## src/hdl/mcasm_pkg.sv

```systemverilog
package mcasm_pkg;

	localparam int QUEUE_DEPTH_DEF = 4;

	localparam logic [7:0] TOP_BIT   = 8'h80;
	localparam logic [7:0] MASK_C0   = 8'hc0;
	localparam logic [7:0] MASK_E0   = 8'he0;
	localparam logic [7:0] MASK_F0   = 8'hf0;
	localparam logic [7:0] LEAD_F8   = 8'hf8;
	localparam logic [7:0] CONT_PAT  = 8'h80;
	localparam logic [7:0] LEAD2_PAT = 8'hc0;
	localparam logic [7:0] LEAD3_PAT = 8'he0;
	localparam logic [7:0] QMARK     = 8'h3f;

	typedef enum logic [1:0] {
		MODE_SINGLE = 2'd0,
		MODE_SJIS   = 2'd1,
		MODE_UTF8   = 2'd2,
		MODE_UTF16  = 2'd3
	} mode_t;

	typedef enum logic [1:0] {
		KIND_NORMAL  = 2'd0,
		KIND_INVALID = 2'd1,
		KIND_TRUNC   = 2'd2,
		KIND_END     = 2'd3
	} kind_t;

	// one queue entry: a character, optionally followed by an end marker
	typedef struct packed {
		logic [31:0] code;
		logic [2:0]  len;
		kind_t       kind;
		logic        with_end;
	} job_t;

	typedef struct packed {
		logic full;
		logic empty;
	} q_stat_t;

endpackage

```

## src/hdl/mcasm_front.sv

```systemverilog
module mcasm_front (
	input  logic             clk,
	input  logic             arst_n,
	input  logic             in_valid,
	output logic             in_stall,
	input  logic [7:0]       data_byte,
	input  logic             cfg_valid,
	output logic             cfg_ready,
	input  logic [1:0]       encoding_mode,
	input  mcasm_pkg::q_stat_t q_stat,
	output logic             push,
	output mcasm_pkg::job_t  push_job
);
	import mcasm_pkg::*;

	mode_t       mode_q;
	logic [31:0] acc_q;
	logic [1:0]  rem_q;
	logic [2:0]  gath_q;

	logic        accept;
	logic        job_vld;
	job_t        job;
	logic [31:0] acc_d;
	logic [1:0]  rem_d;
	logic [2:0]  gath_d;
	logic [31:0] acc_ext;
	logic [2:0]  gath_inc;
	logic [1:0]  rem_dec;
	logic [31:0] byte_ext;

	assign cfg_ready = 1'b1;
	assign in_stall  = q_stat.full;
	assign accept    = in_valid && !in_stall;

	assign byte_ext = {24'd0, data_byte};
	assign gath_inc = gath_q + 3'd1;
	assign rem_dec  = rem_q - 2'd1;

	always_comb begin
		if (mode_q == MODE_UTF16)
			acc_ext = acc_q | {16'd0, data_byte, 8'd0};
		else
			acc_ext = {acc_q[23:0], data_byte};
	end

	always_comb begin
		job_vld = 1'b0;
		job     = '{code: byte_ext, len: 3'd1, kind: KIND_NORMAL, with_end: 1'b0};
		acc_d   = acc_q;
		rem_d   = rem_q;
		gath_d  = gath_q;
		if (rem_q != 2'd0) begin
			if (mode_q == MODE_UTF8 && data_byte == 8'd0) begin
				job_vld = 1'b1;
				job     = '{code: acc_q, len: gath_q, kind: KIND_TRUNC, with_end: 1'b1};
				acc_d   = '0;
				rem_d   = '0;
				gath_d  = '0;
			end else if (rem_dec == 2'd0) begin
				job_vld = 1'b1;
				job     = '{code: acc_ext, len: gath_inc, kind: KIND_NORMAL, with_end: 1'b0};
				acc_d   = '0;
				rem_d   = '0;
				gath_d  = '0;
			end else begin
				acc_d  = acc_ext;
				rem_d  = rem_dec;
				gath_d = gath_inc;
			end
		end else begin
			unique case (mode_q)
				MODE_SINGLE: begin
					job_vld = 1'b1;
				end
				MODE_SJIS: begin
					if ((data_byte & TOP_BIT) != 8'd0) begin
						acc_d  = byte_ext;
						gath_d = 3'd1;
						rem_d  = 2'd1;
					end else begin
						job_vld = 1'b1;
					end
				end
				MODE_UTF8: begin
					if (data_byte == 8'd0) begin
						job_vld = 1'b1;
						job     = '{code: 32'd0, len: 3'd0, kind: KIND_END, with_end: 1'b0};
					end else if ((data_byte & TOP_BIT) == 8'd0) begin
						job_vld = 1'b1;
					end else if ((data_byte & MASK_C0) == CONT_PAT || data_byte >= LEAD_F8) begin
						job_vld = 1'b1;
						job     = '{code: {24'd0, QMARK}, len: 3'd1, kind: KIND_INVALID,
						            with_end: 1'b0};
					end else begin
						acc_d  = byte_ext;
						gath_d = 3'd1;
						if ((data_byte & MASK_E0) == LEAD2_PAT)
							rem_d = 2'd1;
						else if ((data_byte & MASK_F0) == LEAD3_PAT)
							rem_d = 2'd2;
						else
							rem_d = 2'd3;
					end
				end
				MODE_UTF16: begin
					if (data_byte == 8'd0) begin
						job_vld = 1'b1;
						job     = '{code: 32'd0, len: 3'd0, kind: KIND_END, with_end: 1'b0};
					end else begin
						acc_d  = byte_ext;
						gath_d = 3'd1;
						rem_d  = 2'd1;
					end
				end
				default: begin
					job_vld = 1'b0;
				end
			endcase
		end
	end

	assign push     = accept && job_vld;
	assign push_job = job;

	always_ff @(posedge clk or negedge arst_n) begin
		if (!arst_n) begin
			mode_q <= MODE_UTF8;
			acc_q  <= '0;
			rem_q  <= '0;
			gath_q <= '0;
		end else if (cfg_valid && cfg_ready) begin
			// mode change drops any partial character
			mode_q <= mode_t'(encoding_mode);
			acc_q  <= '0;
			rem_q  <= '0;
			gath_q <= '0;
		end else if (accept) begin
			acc_q  <= acc_d;
			rem_q  <= rem_d;
			gath_q <= gath_d;
		end
	end

endmodule

```

## src/hdl/mcasm_fifo.sv

```systemverilog
module mcasm_fifo #(
	parameter int DEPTH = mcasm_pkg::QUEUE_DEPTH_DEF
) (
	input  logic               clk,
	input  logic               arst_n,
	input  logic               push,
	input  mcasm_pkg::job_t    push_job,
	input  logic               pop,
	output mcasm_pkg::job_t    pop_job,
	output mcasm_pkg::q_stat_t q_stat
);
	import mcasm_pkg::*;

	localparam int AW = (DEPTH > 1) ? $clog2(DEPTH) : 1;
	localparam int CW = $clog2(DEPTH + 1);
	localparam logic [AW-1:0] LAST_IDX = AW'(DEPTH - 1);
	localparam logic [CW-1:0] FULL_CNT = CW'(DEPTH);

	job_t          mem_q [DEPTH];
	logic [AW-1:0] wr_ptr_q;
	logic [AW-1:0] rd_ptr_q;
	logic [CW-1:0] cnt_q;

	assign q_stat.full  = (cnt_q == FULL_CNT);
	assign q_stat.empty = (cnt_q == '0);
	assign pop_job      = mem_q[rd_ptr_q];

	always_ff @(posedge clk) begin
		if (push)
			mem_q[wr_ptr_q] <= push_job;
	end

	always_ff @(posedge clk or negedge arst_n) begin
		if (!arst_n) begin
			wr_ptr_q <= '0;
			rd_ptr_q <= '0;
			cnt_q    <= '0;
		end else begin
			if (push)
				wr_ptr_q <= (wr_ptr_q == LAST_IDX) ? '0 : wr_ptr_q + AW'(1);
			if (pop)
				rd_ptr_q <= (rd_ptr_q == LAST_IDX) ? '0 : rd_ptr_q + AW'(1);
			if (push && !pop)
				cnt_q <= cnt_q + CW'(1);
			else if (pop && !push)
				cnt_q <= cnt_q - CW'(1);
		end
	end

	a_no_overflow: assert property (@(posedge clk) disable iff (!arst_n)
		push |-> !q_stat.full)
		else $error("queue written while full");

	a_no_underflow: assert property (@(posedge clk) disable iff (!arst_n)
		pop |-> !q_stat.empty)
		else $error("queue read while empty");

	a_cnt_range: assert property (@(posedge clk) disable iff (!arst_n)
		cnt_q <= FULL_CNT)
		else $error("queue count out of range");

endmodule

```

## src/hdl/mcasm_back.sv

```systemverilog
module mcasm_back (
	input  logic               clk,
	input  logic               arst_n,
	input  mcasm_pkg::q_stat_t q_stat,
	input  mcasm_pkg::job_t    pop_job,
	output logic               pop,
	output logic               out_valid,
	input  logic               out_stall,
	output logic [31:0]        char_code,
	output logic [2:0]         char_length,
	output logic [1:0]         char_kind,
	output logic               last_result
);
	import mcasm_pkg::*;

	logic        out_valid_q;
	logic        pend_end_q;
	logic [31:0] code_q;
	logic [2:0]  len_q;
	kind_t       kind_q;
	logic        last_q;
	logic        load;

	assign load = !out_valid_q || !out_stall;
	assign pop  = load && !pend_end_q && !q_stat.empty;

	always_ff @(posedge clk or negedge arst_n) begin
		if (!arst_n) begin
			out_valid_q <= 1'b0;
			pend_end_q  <= 1'b0;
		end else if (load) begin
			if (pend_end_q) begin
				out_valid_q <= 1'b1;
				pend_end_q  <= 1'b0;
			end else if (!q_stat.empty) begin
				out_valid_q <= 1'b1;
				pend_end_q  <= pop_job.with_end;
			end else begin
				out_valid_q <= 1'b0;
			end
		end
	end

	always_ff @(posedge clk) begin
		if (load) begin
			if (pend_end_q) begin
				code_q <= '0;
				len_q  <= '0;
				kind_q <= KIND_END;
				last_q <= 1'b1;
			end else begin
				code_q <= pop_job.code;
				len_q  <= pop_job.len;
				kind_q <= pop_job.kind;
				last_q <= !pop_job.with_end;
			end
		end
	end

	assign out_valid   = out_valid_q;
	assign char_code   = code_q;
	assign char_length = len_q;
	assign char_kind   = kind_q;
	assign last_result = last_q;

	a_pend_shown: assert property (@(posedge clk) disable iff (!arst_n)
		pend_end_q |-> out_valid_q)
		else $error("end marker pending without a shown result");

	a_not_last_pairs: assert property (@(posedge clk) disable iff (!arst_n)
		out_valid_q && !last_q |-> pend_end_q && kind_q == KIND_TRUNC)
		else $error("non-final result without a following end marker");

	a_end_follows: assert property (@(posedge clk) disable iff (!arst_n)
		pend_end_q && load |=> out_valid_q && kind_q == KIND_END && last_q)
		else $error("end marker did not follow truncated character");

endmodule

```

## src/hdl/multi_encoding_char_assembler_core.sv

```systemverilog
// Splits a byte stream into characters under the mode held in encoding_mode
// (0 single byte, 1 Shift-JIS, 2 UTF-8, 3 UTF-16 byte pairs; reset UTF-8).
// Each result carries the character's bytes packed earliest-first (UTF-16:
// first byte low), its length and a kind; last_result marks the final result
// of an input byte. One byte is accepted per cycle unless in_stall is high and
// one result leaves per cycle unless out_stall is high; the front classifies
// a byte combinationally and a queue of QUEUE_DEPTH entries feeds the output
// register. A zero byte that truncates a UTF-8 character gives two results;
// the queue absorbs that, and in_stall rises only when the queue is full. A
// configuration write is taken at once and clears any partial character.
module multi_encoding_char_assembler_core #(
	parameter int QUEUE_DEPTH = mcasm_pkg::QUEUE_DEPTH_DEF
) (
	input  logic        clk,
	input  logic        arst_n,
	input  logic        in_valid,
	output logic        in_stall,
	input  logic [7:0]  data_byte,
	input  logic        cfg_valid,
	output logic        cfg_ready,
	input  logic [1:0]  encoding_mode,
	output logic        out_valid,
	input  logic        out_stall,
	output logic [31:0] char_code,
	output logic [2:0]  char_length,
	output logic [1:0]  char_kind,
	output logic        last_result
);
	import mcasm_pkg::*;

	q_stat_t q_stat;
	logic    push;
	logic    pop;
	job_t    push_job;
	job_t    pop_job;

	mcasm_front u_front (
		.clk          (clk),
		.arst_n       (arst_n),
		.in_valid     (in_valid),
		.in_stall     (in_stall),
		.data_byte    (data_byte),
		.cfg_valid    (cfg_valid),
		.cfg_ready    (cfg_ready),
		.encoding_mode(encoding_mode),
		.q_stat       (q_stat),
		.push         (push),
		.push_job     (push_job)
	);

	mcasm_fifo #(
		.DEPTH(QUEUE_DEPTH)
	) u_fifo (
		.clk     (clk),
		.arst_n  (arst_n),
		.push    (push),
		.push_job(push_job),
		.pop     (pop),
		.pop_job (pop_job),
		.q_stat  (q_stat)
	);

	mcasm_back u_back (
		.clk        (clk),
		.arst_n     (arst_n),
		.q_stat     (q_stat),
		.pop_job    (pop_job),
		.pop        (pop),
		.out_valid  (out_valid),
		.out_stall  (out_stall),
		.char_code  (char_code),
		.char_length(char_length),
		.char_kind  (char_kind),
		.last_result(last_result)
	);

endmodule

```

## config.mk

```make
export PLATFORM = sky130hd
export DESIGN_NAME = multi_encoding_char_assembler_core
export DESIGN_NICKNAME = d
export VERILOG_FILES = /design/src/hdl/mcasm_pkg.sv /design/src/hdl/mcasm_front.sv /design/src/hdl/mcasm_fifo.sv /design/src/hdl/mcasm_back.sv /design/src/hdl/multi_encoding_char_assembler_core.sv
export SDC_FILE = /design/constraint.sdc
export NUM_CORES = 1
export LEC_CHECK = 0
export BUFFER_PORTS_ARGS = -buffer_cell sky130_fd_sc_hd__buf_4
export CAP_MARGIN = 30
export CELL_PAD_IN_SITES_DETAIL_PLACEMENT = 0
export CELL_PAD_IN_SITES_GLOBAL_PLACEMENT = 1
export CORE_UTILIZATION = 35
export CTS_CLUSTER_SIZE = 16
export DETAILED_ROUTE_END_ITERATION = 8
export PLACE_DENSITY = 0.65
export SLEW_MARGIN = 0
export SYNTH_ARGS = -nofsm -noshare
export SYNTH_HDL_FRONTEND = slang
export SYNTH_SLANG_ARGS = --single-unit
```

## constraint.sdc

```tcl
create_clock -name clk -period 8.1 [get_ports clk]
set_input_delay 0.405 -clock clk [delete_from_list [all_inputs] [get_ports clk]]
set_output_delay 0.405 -clock clk [all_outputs]
set_load 0.005 [all_outputs]
```

After elaboration in Yosys (flattened, before gate mapping)
Memories as Yosys holds them, arrays and structs flattened.
Index checks and enable logic that the tools add are counted.
- bits in registers: 86
- RAM bits: 152
- input bits: 15
- output and inout port bits: 41
- logic and storage cells: 126
- memories: 1
- memories (memory ; words ; width ; read ports ; clocked after Yosys merged registers in ; wr ports ; line ; source):
    u_fifo.mem_q ; 4 ; 38 ; 1 ; 0 ; 1 ; mcasm_fifo.sv:19 ; job_t mem_q [DEPTH];
- $add $sub $neg: 6
- magnitude comparators: 1
- equality and inequality tests: 14
- mux-type cells: 63
- bitwise logic cells: 1
- reductions and logical operators: 27
- operator list (operator ; number):
    two-way mux 32 bit ; 11
    two-way mux 38 bit ; 5
    case mux 32 bit (3 select lines) ; 1
    case mux 38 bit (2 select lines) ; 1
    two-way mux 3 bit ; 12
    bitwise OR 32 x 16 -> 32 bit ; 1
    two-way mux 14 bit ; 2
    two-way mux 2 bit ; 13
    zero test 8 bit ; 2
    inequality test 4 x 3 -> 1 bit, second input constant ; 4
    two-way mux 1 bit ; 15
    == test 2 bit, second input constant ; 5
    case mux 3 bit (3 select lines) ; 1
    >= comparator 8 bit, second input constant ; 1
    zero test 1 bit ; 8
    logical AND 1 bit ; 7
    AND reduction 7 bit ; 1
    adder 3 x 1 -> 3 bit, second input constant ; 2
    == test 3 bit, second input constant ; 2
    case mux 2 bit (3 select lines) ; 1
    nonzero test 2 bit ; 3
    nonzero test 5 bit ; 1
    adder 2 x 1 -> 2 bit, second input constant ; 2
    == test 4 bit, second input constant ; 1
    8 further kinds ; 10

Depth between registers and ports, before layout
Gate-level depths: netlist of run 1.
- depth after elaboration: 12
- mapped depth: 12
- gate-level depth less buffers: 11

Cells and area by module
A second synthesis of run 1 with hierarchy kept.
- cells, all modules: 678
- area, all modules: 10413.7 um^2
- modules (own cells, without submodules) (module ; instances ; cells an instance ; area an instance (um^2) ; seq. area each (um^2)):
    mcasm_fifo ; 1 ; 236 ; 5947.0 ; 4739.5
    mcasm_front ; 1 ; 356 ; 2984.1 ; 977.2
    mcasm_back ; 1 ; 86 ; 1482.7 ; 1191.1

Worst setup path before layout of run 1
OpenSTA, ideal clock, no wires.
- path kind: input to register
- from: in data_byte[4]
- to: mem u_fifo.mem_q[0][0] (netlist name), enable pin
- setup time: 0.399 ns
- data arrival time: 2.519 ns
- data required time: 7.701 ns
- slack: 5.182 ns
- stages: 6
- buffers on the path: 1
- cells stage by stage: buf_2 -> or4_4 -> nor2_2 -> a221oi_2 -> nor2_4 -> and2_1
- word-level cells in the longest chain between the ends: 10
- elaborated cells between the ends (all ways): 14
- those cells by class: order compare (1); mux (9); reduce/logical (4)
- ends and longest elaborated chain (element ; line ; source):
    start, declared ; multi_encoding_char_assembler_core.sv:18 ; input logic [7:0] data_byte,
    >= comparator 8 bit ; mcasm_front.sv:91 ; end else if ((data_byte & MASK_C0) == CONT_PAT || data_byte >= LEAD_F8) begin
    logical OR 1 bit ; mcasm_front.sv:91 ;
    two-way mux 1 bit ; mcasm_front.sv:91 ;
    two-way mux 1 bit ; mcasm_front.sv:89 ; end else if ((data_byte & TOP_BIT) == 8'd0) begin
    two-way mux 1 bit ; mcasm_front.sv:86 ; if (data_byte == 8'd0) begin
    case mux 1 bit (4 select lines) ; mcasm_front.sv:72 ; unique case (mode_q)
    two-way mux 1 bit * ; mcasm_front.sv:53 ; if (rem_q != 2'd0) begin
    logical AND 1 bit * ; mcasm_front.sv:123 ; assign push = accept && job_vld;
    named net push ; multi_encoding_char_assembler_core.sv:32 ; logic push;
    two-way mux 1 bit * ; mcasm_fifo.sv:29 ; if (push)
    two-way mux 1 bit (implied by the code) * ; mcasm_fifo.sv:30 ; mem_q[wr_ptr_q] <= push_job;
    end, declared ; mcasm_fifo.sv:19 ;
The timed path passes the listed nets; every way through them passes the cells marked *.

Worst setup path in the final report of run 1
- from: reg u_front.rem_q[0]
- to: reg u_front.rem_q[0]
- word-level cells in the longest chain between the ends: 7
- elaborated cells between the ends (all ways): 15
- those cells by class: add/sub (1); eq/ne (5); mux (5); reduce/logical (4)
- ends and longest elaborated chain (element ; line ; source):
    start, declared ; mcasm_front.sv:18 ; logic [1:0] rem_q;
    start signal, assigned ; mcasm_front.sv:140 ; rem_q <= rem_d;
    subtractor 2 x 1 -> 2 bit ; mcasm_front.sv:38 ; assign rem_dec = rem_q - 2'd1;
    zero test 2 bit ; mcasm_front.sv:60 ; end else if (rem_dec == 2'd0) begin
    two-way mux 2 bit ; mcasm_front.sv:60 ;
    two-way mux 2 bit ; mcasm_front.sv:54 ; if (mode_q == MODE_UTF8 && data_byte == 8'd0) begin
    two-way mux 2 bit ; mcasm_front.sv:53 ;
    two-way mux 2 bit ; mcasm_front.sv:138 ; end else if (accept) begin
    two-way mux 2 bit ; mcasm_front.sv:132 ; end else if (cfg_valid && cfg_ready) begin
Parallel ways exist; a longest one is shown, timed or not. The select of a mux whose other input is x is not followed.
A chain may end at the register's enable or synchronous reset.

==> results.md, run 1 <==
- Skew-Pair Late Insertion Delay: 0.51 ns
- Final setup fails: 0
- Netlist cell types: 69
- GR Overflow Total: 0
- DRC viols: 0
- Leakage power: 4.15 nW
- Gp weighted congestion: 0.858
- Top layer in use: met4
- Combinational power share: 0.249
- Status: completed
- TNS Setup: 0 ns
- Mapped Cells: 653
- Drt first-iter violations: 588
- Final net count: 725
- Largest net degree at the start of global routing: 49
- Buf+Inv Stages, Crit Path: 2
- Total CTS buffers: 25
- Vert. Die Dim: 173 um
- Cell Area, Synth: 10,200 um^2
- Most frequent cells after synthesis: 190 x edfxtp_1, 47 x dfrtp_1, 38 x mux4_2, 38 x nor2b_1, 37 x nand2_1
- Fillers: 2,636
- Wire length on met2: 10,400 um
- Fin util: 0.409
- Max-slew headroom: 0.352
- Peak Freq: 0.235 GHz
- TritonCTS clock tree: yes
- IO Pins: 56
- Slowest-stage cell, CP: clkinv_1
- Vias: 5,877
- Flops & latches, synth: 238
- Starting Density: 0.356
- Critical Path RT: 8.49 ns
- Layout area overhead: 14.9%
- Synth async-reset ratio: 0.202
- Routed wire length: 22,100 um
- Final period util: 0.526
- RSZ-0062 raised after global routing: false
- WP data arrival: 4.66 ns
- Met3 WL: 1380 um
- Top-area cell type share of the netlist area: 0.558
- Diodes inserted: 0
- Fin cells: 1,103
- M1 WL: 9750 um
- Final Skew: 0.00904 ns
- Htree depth: 1
- Worst VDD drop: 0.000160 V
- Mapped Nets: 678
- PD cells: 317 nW/um^2
- Design Power: 3.72 mW
- Vias in the first global route: 6,110
- CP startpoint kind: register
- Critical path type: reg -> reg
- Post-synth top flop: edfxtp_1
- Dpl hpwl: 13,700 um
- Global-route wire length before repair: 35,400 um
- Post-route cell area: 11,800 um^2
- R2R setup slack: 3.84 ns
- IO buf count: 54
- Routed WL per cell: 20.1 um
- CP endpoint: u_front.rem_q[0]
- Antenna violations before repair: 0
- Clk sinks: 238
- CP Cell Sequence: inv_1 -> ha_1 -> clkinv_1 -> nand2_1 -> o21ai_2 -> o41ai_1
- Worst min path class: in -> reg
- CP peak stage delay: 1.03 ns
- Top cells by area, synth: edfxtp_1 56%, dfrtp_1 11%, mux4_2 8.4%
- P_sw: 1.04 mW
- Ys Warns: 0
- CTS root buf: clkbuf_16
- Total of max-cap violations: 0
- Worst Hold Launch: encoding_mode[0]
- Most frequent cell after synthesis: edfxtp_1
- Num rows: 62
- R2r startpoint: u_front.rem_q[0]
- Final WS setup: 3.84 ns
- Final Max Slew Viols: 0
- Routed Antenna Nets: 0
- GRT Overall Usage: 0.152
- Vias per inst: 5.33
- CP Depth: 6
- Leading area contributor after synthesis: edfxtp_1
- Placed cells: 1,056
- Final hold violations: 0
- Sequential power share: 0.464
- Core Area: 28,700 um^2
- Post-synthesis sequential area ratio: 0.675
- Pre-CTS setup slack: 3.97 ns
- Sw Share: 0.279
- Clock power frac: 0.288
- Crit. End Element: register
- Area post-placement: 11,000 um^2
- Layout cells sized above 1: 0.225
- Int Power: 2.68 mW
- Post-synth EDFFs: 190
- Mean Syn Cell Area: 15.7 um^2
- CP max FO: 28
- Period minus WS final: 4.26 ns
- Clock Pin Slew Worst Setup and Hold Paths: 0.06 ns
- CTS max path bufs: 3
- Die width: 173 um
- Die area: 29,900 um^2
- Worst-Margin Slew: 0.973 ns
- Worst R2R Path Depth: 6
- Worst setup path startpoint: u_front.rem_q[0]
- DRT Pass-1 Iters: 6
- Worst flop-to-flop path endpoint: u_front.rem_q[0]
- Hold slack: 0.126 ns
- Post-CTS Setup Bufs: 0
- Crit-path leading delay family: buffers and inverters
[worst min-delay path by stage]
stage | to | slack (ns) | cells past startpoint
3_3_place_gp | u_back.out_valid | 0.47 | 2
4_1_cts | u_front.mode_q[0] | 0.11 | 2
3_5_place_dp | u_fifo.cnt_q[1] | 0.49 | 1
6_report | u_front.mode_q[0] | 0.13 | 2
2_1_floorplan | u_back.out_valid | 0.11 | 0
5_1_grt | u_front.mode_q[0] | 0.12 | 2
[layer usage]
metal | vias to the layer above | GRT usage
met5 | - | 0
met4 | 0 | 0.0538
met3 | 41 | 0.0266
met2 | 221 | 0.241
met1 | 2985 | 0.210
li1 | 2630 | -
[cell type report]
type / instances / area, um^2 / share of cell area
Clock buffer: 37 / 701 / 0.0596
Clock inverter: 9 / 73.8 / 0.00628
Inverter: 12 / 45.0 / 0.00383
Multi-Input combinational cell: 356 / 3040 / 0.258
Sequential cell: 238 / 6910 / 0.588
Tap cell: 384 / 480 / 0.0409
Timing Repair Buffer: 67 / 505 / 0.0430
[timing repair]
item                      CTS  global route
hold buffers                1             0
hold endpoints to repair   47             0
resized for setup           0             0
[flip-flops by register name, indices dropped and copies added, names as in the netlist, 3 cells and up]
name                count
u_fifo.mem_q          152
u_back.char_code       32
u_front.acc_q          32
u_back.char_length      3
u_fifo.cnt_q            3
u_front.gath_q          3
[kinds of logic (layout without fill, tap and decap cells)]
kind of cell    after synthesis  in the layout  share of synthesized area
flops                       238            238                      0.675
simple gates                162            162                     0.0861
compound gates              128            128                     0.0960
buf+inv                      59            125                     0.0276
mux                          52             52                     0.0989
fa+ha+maj                    10             10                     0.0130
xor+xnor                      3              3                    0.00257
other cells                   1              1                   0.000367
[power groups by stage]
stage               Sequential (mW)  Clock (mW)  Combinational [mW]
global placement               1.75           0               0.931
global route                   1.76        1.15                1.03
finish                         1.73        1.07               0.925
detailed placement             1.76           0               0.952
CTS                            1.73        1.10               0.954
floorplan                      1.70           0               0.646
[worst reg2reg max path, delay by kind of cell, from the launching register on]
kind / cells / cell delay, ns
and+or+nand+nor: 1 / 0.97
AOI/OAI and AO/OA: 2 / 0.84
buffers and inverters: 2 / 1.13
DFF: 1 / 0.40
adders and majority gates: 1 / 0.80
[cells in the final DEF, fill, tap and decap left out, drive strengths merged, types with 2 or more instances in the layout]
cell type / instances
edfxtp: 190
buf: 66
dfrtp: 47
mux4: 38
nor2b: 38
nand2: 37
clkbuf: 37
a21oi: 31
nor2: 29
a22o: 25
nand3: 24
a31o: 16
o21ai: 14
inv: 12
ha: 9
mux2i: 8
nor3: 8
o221a: 7
o2bb2ai: 7
and2: 6
clkinv: 6
mux2: 6
nand2b: 5
o31ai: 5
o22ai: 3
or4: 2
nor4: 2
and3b: 2
a221o: 2
a22oi: 2
o2111ai: 2
a21o: 2
xnor2: 2
clkinvlp: 2
or2: 2
a221oi: 2
nand4: 2
No activity file was read; power rests on OpenSTA's default activity.
==> run 2: changes to the inputs <==
Clock period 8.1 ns to 4.1 ns, I/O delays scaled along.
==> results.md, run 2 (synthesized netlist as in run 1, its figures left out) <==
- Antenna violations before repair: 0 (unchanged)
- Worst min path class: in -> reg
- Post-CTS resize count: 0 (unchanged)
- Total of max-cap violations: 0 (unchanged)
- PD cells: 632 nW/um^2 (+99%)
- Clk sinks: 238 (unchanged)
- Htree depth: 1 (unchanged)
- Period minus WS final: 2.79 ns (-1.47 ns)
- Fillers: 2,646 (+0.38%)
- Worst setup path startpoint: u_front.mode_q[1]
- Critical Path RT: 4.54 ns (-3.95 ns)
- DRC viols: 0 (unchanged)
- DRT Pass-1 Iters: 5 (-1)
- CP Depth: 4 (-2)
- Area post-placement: 11,000 um^2 (+0.39%)
- GR Overflow Total: 0 (unchanged)
- Core Area: 28,700 um^2 (unchanged)
- WP data arrival: 3.23 ns (-1.43 ns)
- CTS max path bufs: 3 (unchanged)
- Final Skew: 0.0153 ns (+0.00624 ns)
- Sw Share: 0.279 (about the same)
- CTS root buf: clkbuf_16
- Peak Freq: 0.358 GHz (+53%)
- Vias in the first global route: 6,070 (-0.65%)
- Diodes inserted: 0 (unchanged)
- Dpl hpwl: 14,000 um (+2.4%)
- Fin util: 0.416 (+0.00649)
- Post-route cell area: 11,900 um^2 (+1.6%)
- P_sw: 2.11 mW (+100%)
- CP endpoint: u_front.acc_q[1]
- Skew-Pair Late Insertion Delay: 0.51 ns (about the same)
- Int Power: 5.44 mW (+100%)
- Crit. End Element: register
- Routed WL per cell: 19.9 um (-0.69%)
- Clock power frac: 0.297 (+0.009)
- Final setup fails: 0 (unchanged)
- Combinational power share: 0.254 (+0.005)
- CP Cell Sequence: nand2_1 -> or3_1 -> a21oi_4 -> a22o_1
- Layout cells sized above 1: 0.240 (+0.0147)
- Vias per inst: 5.30 (-0.48%)
- Worst-Margin Slew: 0.895 ns (-0.0774 ns)
- Total CTS buffers: 25 (unchanged)
- Critical path type: reg -> reg
- Sequential power share: 0.449 (-0.015)
- Commonest non-fill, non-tap cell in the layout: edfxtp_1
- FF+latch area: 6910 um^2 (unchanged)
- Global-route wire length before repair: 35,500 um (+0.25%)
- Max reg flops: 152 (unchanged)
- Status: completed
- Hold depth: 2 (unchanged)
- IO buf count: 54 (unchanged)
- Num rows: 62 (unchanged)
- TritonCTS clock tree: yes
- Layout area overhead: 16.7%
- Die area: 29,900 um^2 (unchanged)
- Worst R2R Path Depth: 4 (-2)
- Vias: 5,902 (+0.43%)
- Crit-path leading delay family: simple AND/OR/NAND/NOR gates
- Largest net degree at the start of global routing: 49 (unchanged)
- CP max FO: 30 (+7.1%)
- GRT Overall Usage: 0.151 (-0.000474)
- Die width: 173 um (unchanged)
- R2r startpoint: u_front.mode_q[1]
- CP peak stage delay: 0.73 ns (-0.30 ns)
- Leakage power: 4.24 nW (+2.2%)
- Buf+Inv Stages, Crit Path: 0 (-2)
- Routed Antenna Nets: 0 (unchanged)
- Final Max Slew Viols: 0 (unchanged)
- Gp weighted congestion: 0.883 (+2.9%)
- RSZ-0062 raised after global routing: false
- R2R setup slack: 1.31 ns (-2.53 ns)
- Worst flop-to-flop path endpoint: u_front.acc_q[1]
- Reg with most FFs: u_fifo.mem_q
- Worst VDD drop: 0.000287 V (+79%)
- Final hold violations: 0 (unchanged)
- Starting Density: 0.356 (unchanged)
- Max-slew headroom: 0.402 (+0.0503)
- Post-CTS Setup Bufs: 0 (unchanged)
- Final period util: 0.681 (+0.155)
- Clock Pin Slew Worst Setup and Hold Paths: 0.06 ns (about the same)
- Drt first-iter violations: 407 (-31%)
- Multi-input combinational cell area: 3040 um^2 (unchanged)
- IO Pins: 56 (unchanged)
- Most frequent cells in the layout: 190 x edfxtp_1, 68 x buf_4, 46 x dfrtp_1
- CP startpoint kind: register
- Final net count: 736 (+1.5%)
- Slowest-stage cell, CP: a21oi_4
- TNS Setup: 0 ns (unchanged)
- Vert. Die Dim: 173 um (unchanged)
- Routed wire length: 22,200 um (+0.21%)
-- run 2: cell types whose count changed in the layout (fill, tap and decap cells not counted), sizes merged --
| cell | change |
|---|---|
| inv | -1 |
| clkinv | +2 |
| dlygate4sd3 | +8 |
| bufinv | +1 |
| buf | +3 |
| clkbuf | -5 |
| clkinvlp | +2 |
-- run 2: how the worst min path moves through the flow --
| stage | endpoint | slack (ns) | from |
|---|---|---|---|
| after floorplan | u_back.out_valid | -0.09 | arst_n |
| after global placement | u_fifo.cnt_q[0] | 0.29 | arst_n |
| after detailed placement | u_fifo.cnt_q[0] | 0.29 | arst_n |
| after CTS | u_front.acc_q[6] | 0.01 | data_byte[6] |
| after global routing | u_front.acc_q[1] | 0.02 | data_byte[1] |
| final | u_front.acc_q[1] | 0.03 | data_byte[1] |
-- run 2: area by class of cell --
| class | count | share of cell area |
|---|---|---|
| sequential | 238 | 0.579 |
| multi-input combinational | 356 | 0.254 |
| clock buffer | 32 | 0.0588 |
| timing repair buffer | 78 | 0.0526 |
| tap | 384 | 0.0402 |
| clock inverter | 13 | 0.0114 |
| inverter | 12 | 0.00377 |
-- run 2: metal layers --
layer / share of wire / track usage / vias up / wire length, um
met1: 0.45 / 0.212 / 2987 / 9940
met2: 0.47 / 0.244 / 209 / 10400
li1: - / - / 2663 / -
met5: 0 / 0 / - / 0
met3: 0.056 / 0.0224 / 43 / 1240
met4: 0.025 / 0.0465 / 0 / 554
-- run 2: stage by stage --
step	instances	power [mW]	hold WS (ns)	setup WS [ns]
2_1_floorplan	653	4.64	-0.0906	1.38
3_3_place_gp	1058	5.32	0.289	1.36
3_5_place_dp	1059	5.39	0.291	1.36
4_1_cts	1113	7.67	0.00968	1.33
5_1_grt	1113	7.93	0.0204	1.15
6_report	1113	7.54	0.0262	1.31
-- run 2: power by group through the flow --
stage | clock network (mW) | registers [mW] | logic (mW)
2_1_floorplan | 0 | 3.36 | 1.28
3_3_place_gp | 0 | 3.45 | 1.86
3_5_place_dp | 0 | 3.44 | 1.95
4_1_cts | 2.31 | 3.39 | 1.96
5_1_grt | 2.40 | 3.43 | 2.10
6_report | 2.24 | 3.38 | 1.92
-- run 2: what timing repair did --
action                                  in CTS  in global routing
endpoints found under the setup margin       0                  0
hold buffers                                 9                  0
endpoints found under the hold margin       57                  0
